==> config.mk <==
export PLATFORM = sky130hd
export DESIGN_NAME = header_parse_crc_check_unit
export DESIGN_NICKNAME = d
export VERILOG_FILES = /design/src/rtl/core/hpc_pkg.sv /design/src/rtl/core/hpc_crc.sv /design/src/rtl/core/header_parse_crc_check_unit.sv
export SDC_FILE = /design/constraint.sdc
export NUM_CORES = 1
export LEC_CHECK = 0
export ABC_CLOCK_PERIOD_IN_PS = 15900
export BUFFER_PORTS_ARGS = -buffer_cell sky130_fd_sc_hd__buf_4
export CAP_MARGIN = 10
export CORE_MARGIN = 5
export CORE_UTILIZATION = 45
export CTS_CLUSTER_SIZE = 8
export DETAILED_ROUTE_END_ITERATION = 10
export PLACE_DENSITY = 0.76
export SKIP_CTS_REPAIR_TIMING = 1
export SYNTH_ARGS = -nofsm -noshare
export SYNTH_HDL_FRONTEND = slang
export SYNTH_SLANG_ARGS = --single-unit
==> constraint.sdc <==
create_clock -name i_clk -period 15.9 [get_ports i_clk]
set_clock_uncertainty 0.15 [all_clocks]
set_input_delay 3.18 -clock i_clk [delete_from_list [all_inputs] [get_ports i_clk]]
set_output_delay 3.18 -clock i_clk [all_outputs]
set_load 0.03 [all_outputs]
==> src/rtl/core/hpc_pkg.sv <==
// shared types, constants and crc step function for the header parse and crc check block
package hpc_pkg;

    localparam int unsigned HdrBytes = 22;
    localparam int unsigned CrcBytes = 18;
    localparam int unsigned PosW     = 5;
    localparam int unsigned CfgIdxW  = 1;
    localparam int unsigned CfgDataW = 32;

    localparam logic [31:0] CRC_POLY = 32'hEDB8_8320;
    localparam logic [31:0] CRC_ONES = 32'hFFFF_FFFF;

    // field positions inside the header
    localparam logic [PosW-1:0] POS_VERSION = PosW'(4);
    localparam logic [PosW-1:0] POS_TYPE    = PosW'(5);
    localparam logic [PosW-1:0] POS_LENGTH  = PosW'(14);
    localparam logic [PosW-1:0] POS_CRC     = PosW'(CrcBytes);
    localparam logic [PosW-1:0] POS_LAST    = PosW'(HdrBytes - 1);

    // configuration register indexes
    localparam logic [CfgIdxW-1:0] CFG_MAGIC   = 1'b0;
    localparam logic [CfgIdxW-1:0] CFG_VERSION = 1'b1;

    typedef enum logic [1:0] {
        ST_OK          = 2'd0,
        ST_BAD_MAGIC   = 2'd1,
        ST_BAD_VERSION = 2'd2,
        ST_BAD_CRC     = 2'd3
    } t_status;

    // control word for the crc register
    typedef struct packed {
        logic update;   // fold the word into the crc
        logic restart;  // start from all ones instead of the running value
    } t_crc_ctl;

    // reflected crc-32 over one word, bit at a time
    function automatic logic [31:0] crc_byte(input logic [31:0] crc_in,
                                             input logic [7:0] data);
        logic [31:0] c;
        c = crc_in ^ {24'd0, data};
        for (int k = 0; k < 8; k++) begin
            if (c[0]) begin
                c = (c >> 1) ^ CRC_POLY;
            end else begin
                c = c >> 1;
            end
        end
        return c;
    endfunction

endpackage

==> src/rtl/core/hpc_crc.sv <==
// running crc-32 register with a one-word update per cycle
module hpc_crc
    import hpc_pkg::*;
(
    input  logic        i_clk,
    input  logic        i_rst_n,
    input  t_crc_ctl    i_ctl,
    input  logic [7:0]  i_data,
    output logic [31:0] o_crc
);

    logic [31:0] r_crc;
    logic [31:0] n_crc;
    logic [31:0] base;

    // start value, then one word folded in
    always_comb begin
        base  = i_ctl.restart ? CRC_ONES : r_crc;
        n_crc = i_ctl.update ? crc_byte(base, i_data) : r_crc;
    end

    always_ff @(posedge i_clk) begin
        if (!i_rst_n) begin
            r_crc <= CRC_ONES;
        end else begin
            r_crc <= n_crc;
        end
    end

    assign o_crc = r_crc;

endmodule

==> src/rtl/core/header_parse_crc_check_unit.sv <==
// top level of the header parser and crc checker
//
// Input channel: one header word (byte) per accepted word, i_in_valid with
// o_in_stall; i_frame_start marks byte 0 and restarts capture at any time.
// Words that arrive while idle without the start flag are dropped.
// Output channel: o_out_valid with i_out_stall, one result per 22-byte
// header holding status, type, session, payload length and received crc.
// Config channel: i_cfg_valid with o_cfg_ready (always high), index 0
// writes the expected magic, index 1 the expected version.
// Throughput: one word per cycle unless stalled; the crc folds one byte
// per cycle. Latency: the result is shown the cycle after the last header
// word is accepted. The result register holds while the receiver stalls;
// the input is stalled only when the last word of the next header arrives
// while the previous result is still waiting.
// Reset (synchronous, active low): idle, no result pending, expected
// magic 0, expected version 1.
module header_parse_crc_check_unit
    import hpc_pkg::*;
(
    input  logic                i_clk,
    input  logic                i_rst_n,
    // input words
    input  logic                i_in_valid,
    output logic                o_in_stall,
    input  logic [7:0]          i_header_byte,
    input  logic                i_frame_start,
    // results
    output logic                o_out_valid,
    input  logic                i_out_stall,
    output logic [1:0]          o_status,
    output logic [7:0]          o_message_type,
    output logic [63:0]         o_session,
    output logic [31:0]         o_payload_length,
    output logic [31:0]         o_received_crc,
    // configuration
    input  logic                i_cfg_valid,
    output logic                o_cfg_ready,
    input  logic [CfgIdxW-1:0]  i_cfg_index,
    input  logic [CfgDataW-1:0] i_cfg_data
);

    logic [31:0]     r_exp_magic;
    logic [7:0]      r_exp_version;
    logic [PosW-1:0] r_pos;
    logic [PosW-1:0] n_pos;
    logic [31:0]     r_magic;
    logic [7:0]      r_version;
    logic [7:0]      r_type;
    logic [63:0]     r_session;
    logic [31:0]     r_length;
    logic [23:0]     r_crc_hi;
    logic            r_out_valid;
    logic [1:0]      r_status;
    logic [7:0]      r_out_type;
    logic [63:0]     r_out_session;
    logic [31:0]     r_out_length;
    logic [31:0]     r_out_crc;

    logic            in_take;
    logic            active;
    logic [PosW-1:0] pos;
    logic            last;
    logic            out_take;
    logic [31:0]     run_crc;
    logic [31:0]     crc_seen;
    t_crc_ctl        crc_ctl;
    t_status         status;

    // handshakes
    assign o_cfg_ready = 1'b1;
    assign o_in_stall  = r_out_valid && i_out_stall && (r_pos == POS_LAST);
    assign in_take     = i_in_valid && !o_in_stall;
    assign out_take    = r_out_valid && !i_out_stall;

    // byte position of the incoming word
    always_comb begin
        active = in_take && (i_frame_start || (r_pos != '0));
        pos    = i_frame_start ? '0 : r_pos;
        last   = active && (pos == POS_LAST);
        n_pos  = r_pos;
        if (active) begin
            n_pos = last ? '0 : pos + PosW'(1);
        end
    end

    // crc covers the first eighteen words
    assign crc_ctl.update  = active && (pos < POS_CRC);
    assign crc_ctl.restart = i_frame_start;

    hpc_crc u_crc (
        .i_clk   (i_clk),
        .i_rst_n (i_rst_n),
        .i_ctl   (crc_ctl),
        .i_data  (i_header_byte),
        .o_crc   (run_crc)
    );

    // checks in order, first failure wins
    assign crc_seen = {r_crc_hi, i_header_byte};
    always_comb begin
        if (r_magic != r_exp_magic) begin
            status = ST_BAD_MAGIC;
        end else if (r_version != r_exp_version) begin
            status = ST_BAD_VERSION;
        end else if (crc_seen != ~run_crc) begin
            status = ST_BAD_CRC;
        end else begin
            status = ST_OK;
        end
    end

    // configuration registers
    always_ff @(posedge i_clk) begin
        if (!i_rst_n) begin
            r_exp_magic   <= '0;
            r_exp_version <= 8'd1;
        end else if (i_cfg_valid && o_cfg_ready) begin
            case (i_cfg_index)
                CFG_MAGIC:   r_exp_magic   <= i_cfg_data[31:0];
                CFG_VERSION: r_exp_version <= i_cfg_data[7:0];
                default: ;
            endcase
        end
    end

    // position counter
    always_ff @(posedge i_clk) begin
        if (!i_rst_n) begin
            r_pos <= '0;
        end else begin
            r_pos <= n_pos;
        end
    end

    // field capture; all but the last crc byte are shifted in before use
    always_ff @(posedge i_clk) begin
        if (active) begin
            if (pos < POS_VERSION) begin
                r_magic <= {r_magic[23:0], i_header_byte};
            end else if (pos == POS_VERSION) begin
                r_version <= i_header_byte;
            end else if (pos == POS_TYPE) begin
                r_type <= i_header_byte;
            end else if (pos < POS_LENGTH) begin
                r_session <= {r_session[55:0], i_header_byte};
            end else if (pos < POS_CRC) begin
                r_length <= {r_length[23:0], i_header_byte};
            end else begin
                r_crc_hi <= {r_crc_hi[15:0], i_header_byte};
            end
        end
    end

    // result register
    always_ff @(posedge i_clk) begin
        if (!i_rst_n) begin
            r_out_valid <= 1'b0;
        end else if (last) begin
            r_out_valid <= 1'b1;
        end else if (out_take) begin
            r_out_valid <= 1'b0;
        end
    end

    always_ff @(posedge i_clk) begin
        if (last) begin
            r_status      <= status;
            r_out_type    <= r_type;
            r_out_session <= r_session;
            r_out_length  <= r_length;
            r_out_crc     <= crc_seen;
        end
    end

    assign o_out_valid      = r_out_valid;
    assign o_status         = r_status;
    assign o_message_type   = r_out_type;
    assign o_session        = r_out_session;
    assign o_payload_length = r_out_length;
    assign o_received_crc   = r_out_crc;

endmodule

==> results.toml <==
[clocking]
h-tree-depth = 2
clk_pin_slew_ns = 0.05
cts_tree = "yes"
clock_path_buffers = 3
root_buffer = "clkbuf_16"
cts_sinks = 384
cts_made_buffers = 54
clk_latency_ns = 0.57

[setup_path]
critPathLaunch = "i_out_stall"
reg2reg_from = "r_pos[2]"
path_max_fanout = 4
critPathKind = "in2out"
end_kind = "primary output"
crit_required_ns = 12.57
crit_path_start_kind = "primary input"
cp.arrival_ns = 4.06

[logic_synthesis]
async_reset_ff_frac = 0
synth-simple-area-share = 0.0703
syn_nets = 975
yosys_register_bits = 384
syn_area_um2 = 14300
synthXorXnorAreaFrac = 0.116
yosysWarningCount = 0
ys_seq_area_frac = 0.749
synth_adder_area_share = 0.00262
synth_top_family_by_area = "XOR/XNOR gates"
yosysUniqueCellTypes = 51
syn_inst = 925
synth-edff-count = 306
synth_compound_gate_area_share = 0.0435
synthFlopType = "edfxtp_1"
synth_area_per_cell_um2 = 15.5
synthMuxAreaShare = 0.000785

[detailed_routing]
antenna_left = 0
drc_errors = 0
drt_wl_total_mm = 29.3
wire_per_inst_um = 18.6
drtPass1Iterations = 5
dr.first_iter.drc_count = 648
num_vias = 7908
viasPerCell = 5.01

[sta]
slew_violations = 0
tns_ns = 0
setup_viol = 0
hold_viol = 0
max_freq_mhz = 135
min_period_ns = 7.39
relSlewSlack = 0.355
rsz0062_at_grt = "false"
min_period_over_period = 0.465
tightest_slew_ns = 0.965

[die]
start_util = 0.456
rows = 65
die-area_um2 = 35500
num_io_pins = 188
die_h_um = 189
core_region_area_um2 = 31500
die_width_um = 189

[final_layout]
final_area_um2 = 17800
diodes = 0
syn_to_final_growth_pct = 23.8
layout-drive-gt1-share = 0.231
final_cell_mix = "306 x edfxtp_1, 193 x buf_4, 113 x nand2_1"
nets = 1180
final_common_cell = "edfxtp_1"

[placed_design]
gp_congestion = 0.803
dp_hpwl_mm = 18.9
place_area_um2 = 16100
port_buffers = 186

[global_route]
antenna_found_initial = 0
grt_pass1_vias = 8019
track_usage = 0.161
grt_overflow_total = 0
grt_pass1_wl_mm = 45.2
grt_max_degree = 77

[flow_run]
maxCapViolations = 0

[worst_hold_path]
min_from = "r_length[24]"
hp-class = "reg2reg"

[power_and_ir_drop]
p_leak_nw = 6.40
power_density_nw_per_um2 = 133
peakVddDrop_v = 0.0000754

[outcome]
status = "finished clean"
==> report_power, final <==
group          total, mW  switching [mW]  internal, mW
Sequential          1.12          0.0246          1.10
Clock               1.04           0.403         0.640
Combinational      0.190          0.0964        0.0932
Total               2.35           0.524          1.83
==> state kept, by name, summed over array words and instances, names as in the netlist, 2 cells and up <==
register and count:
r_length 32, r_type 8, o_status 2, r_crc_hi 24, u_crc.o_crc 32, o_message_type 8, r_version 8, o_session 64
o_received_crc 32, o_payload_length 32, r_exp_version 8, r_session 64, r_pos 5, r_exp_magic 32, r_magic 32
==> cells in the mapped netlist, types with 5 or more instances <==
| cell | instances | area (um2) |
|---|---|---|
| edfxtp_1 | 306 | 9190 |
| nand2_1 | 113 | 424 |
| xnor2_1 | 107 | 937 |
| dfxtp_1 | 78 | 1560 |
| xor2_1 | 57 | 499 |
| nor2_1 | 43 | 161 |
| a21boi_0 | 36 | 270 |
| clkbuf_1 | 35 | 131 |
| o211ai_1 | 30 | 225 |
| nor4_1 | 19 | 119 |
| nand3_1 | 11 | 55.1 |
| a21oi_1 | 9 | 45.0 |
| nor2b_1 | 9 | 56.3 |
| inv_1 | 7 | 26.3 |
| nand4_1 | 6 | 37.5 |
| nand2b_1 | 5 | 31.3 |
| xnor3_1 | 5 | 113 |
==> layout make-up <==
| type | instances | area [um2] |
|---|---|---|
| multi-input cells | 488 | 3380 |
| clock buffers | 97 | 1510 |
| well taps | 402 | 503 |
| inverters | 7 | 26.3 |
| repair buffers | 195 | 1500 |
| flip-flops and latches | 384 | 10800 |
| fillers | 2453 | 13700 |
| clock inverters | 4 | 85.1 |
==> routing by layer <==
layer	part of all wire	GRT usage
met3	0.065	0.0395
met5	0	0
met2	0.48	0.263
met1	0.43	0.214
met4	0.020	0.0490
==> worst max-delay path: stages <==
cell and delay, ns:
buf_4 0.08, nand2_1 0.04, or4_4 0.53, inv_1 0.07, buf_4 0.15
==> cells by family (layout without fill, tap and decap cells) <==
family,after synthesis,after routing
flip-flops,384,384
AO/OA/AOI/OAI,87,87
XOR/XNOR,174,174
multiplexers,1,1
adder cells (fa/ha/maj),3,3
AND/OR/NAND/NOR,222,222
other,1,1
buffers and inverters,53,303
==> per-stage QoR <==
stage	std cells	setup slack [ns]	power, mW	hold slack, ns	utilization
6_report	1577	8.51	2.35	0.260	0.564
5_1_grt	1577	8.47	2.45	0.274	0.564
4_1_cts	1575	8.50	2.38	0.263	0.563
3_5_place_dp	1474	8.50	1.33	0.255	0.512
3_3_place_gp	1474	8.50	1.32	0.252	0.512
2_1_floorplan	925	5.00	1.28	0.250	-
==> path summary, 6_finish.rpt <==
path,to,slack [ns],depth (start not counted)
worst max-delay path,o_in_stall,8.51,5
worst min-delay path,o_payload_length[24],0.26,0
worst max register to register,o_received_crc[23],12.30,6
worst min register to register,o_payload_length[24],0.26,0
Note: power is estimated with default switching activity, not from simulation.
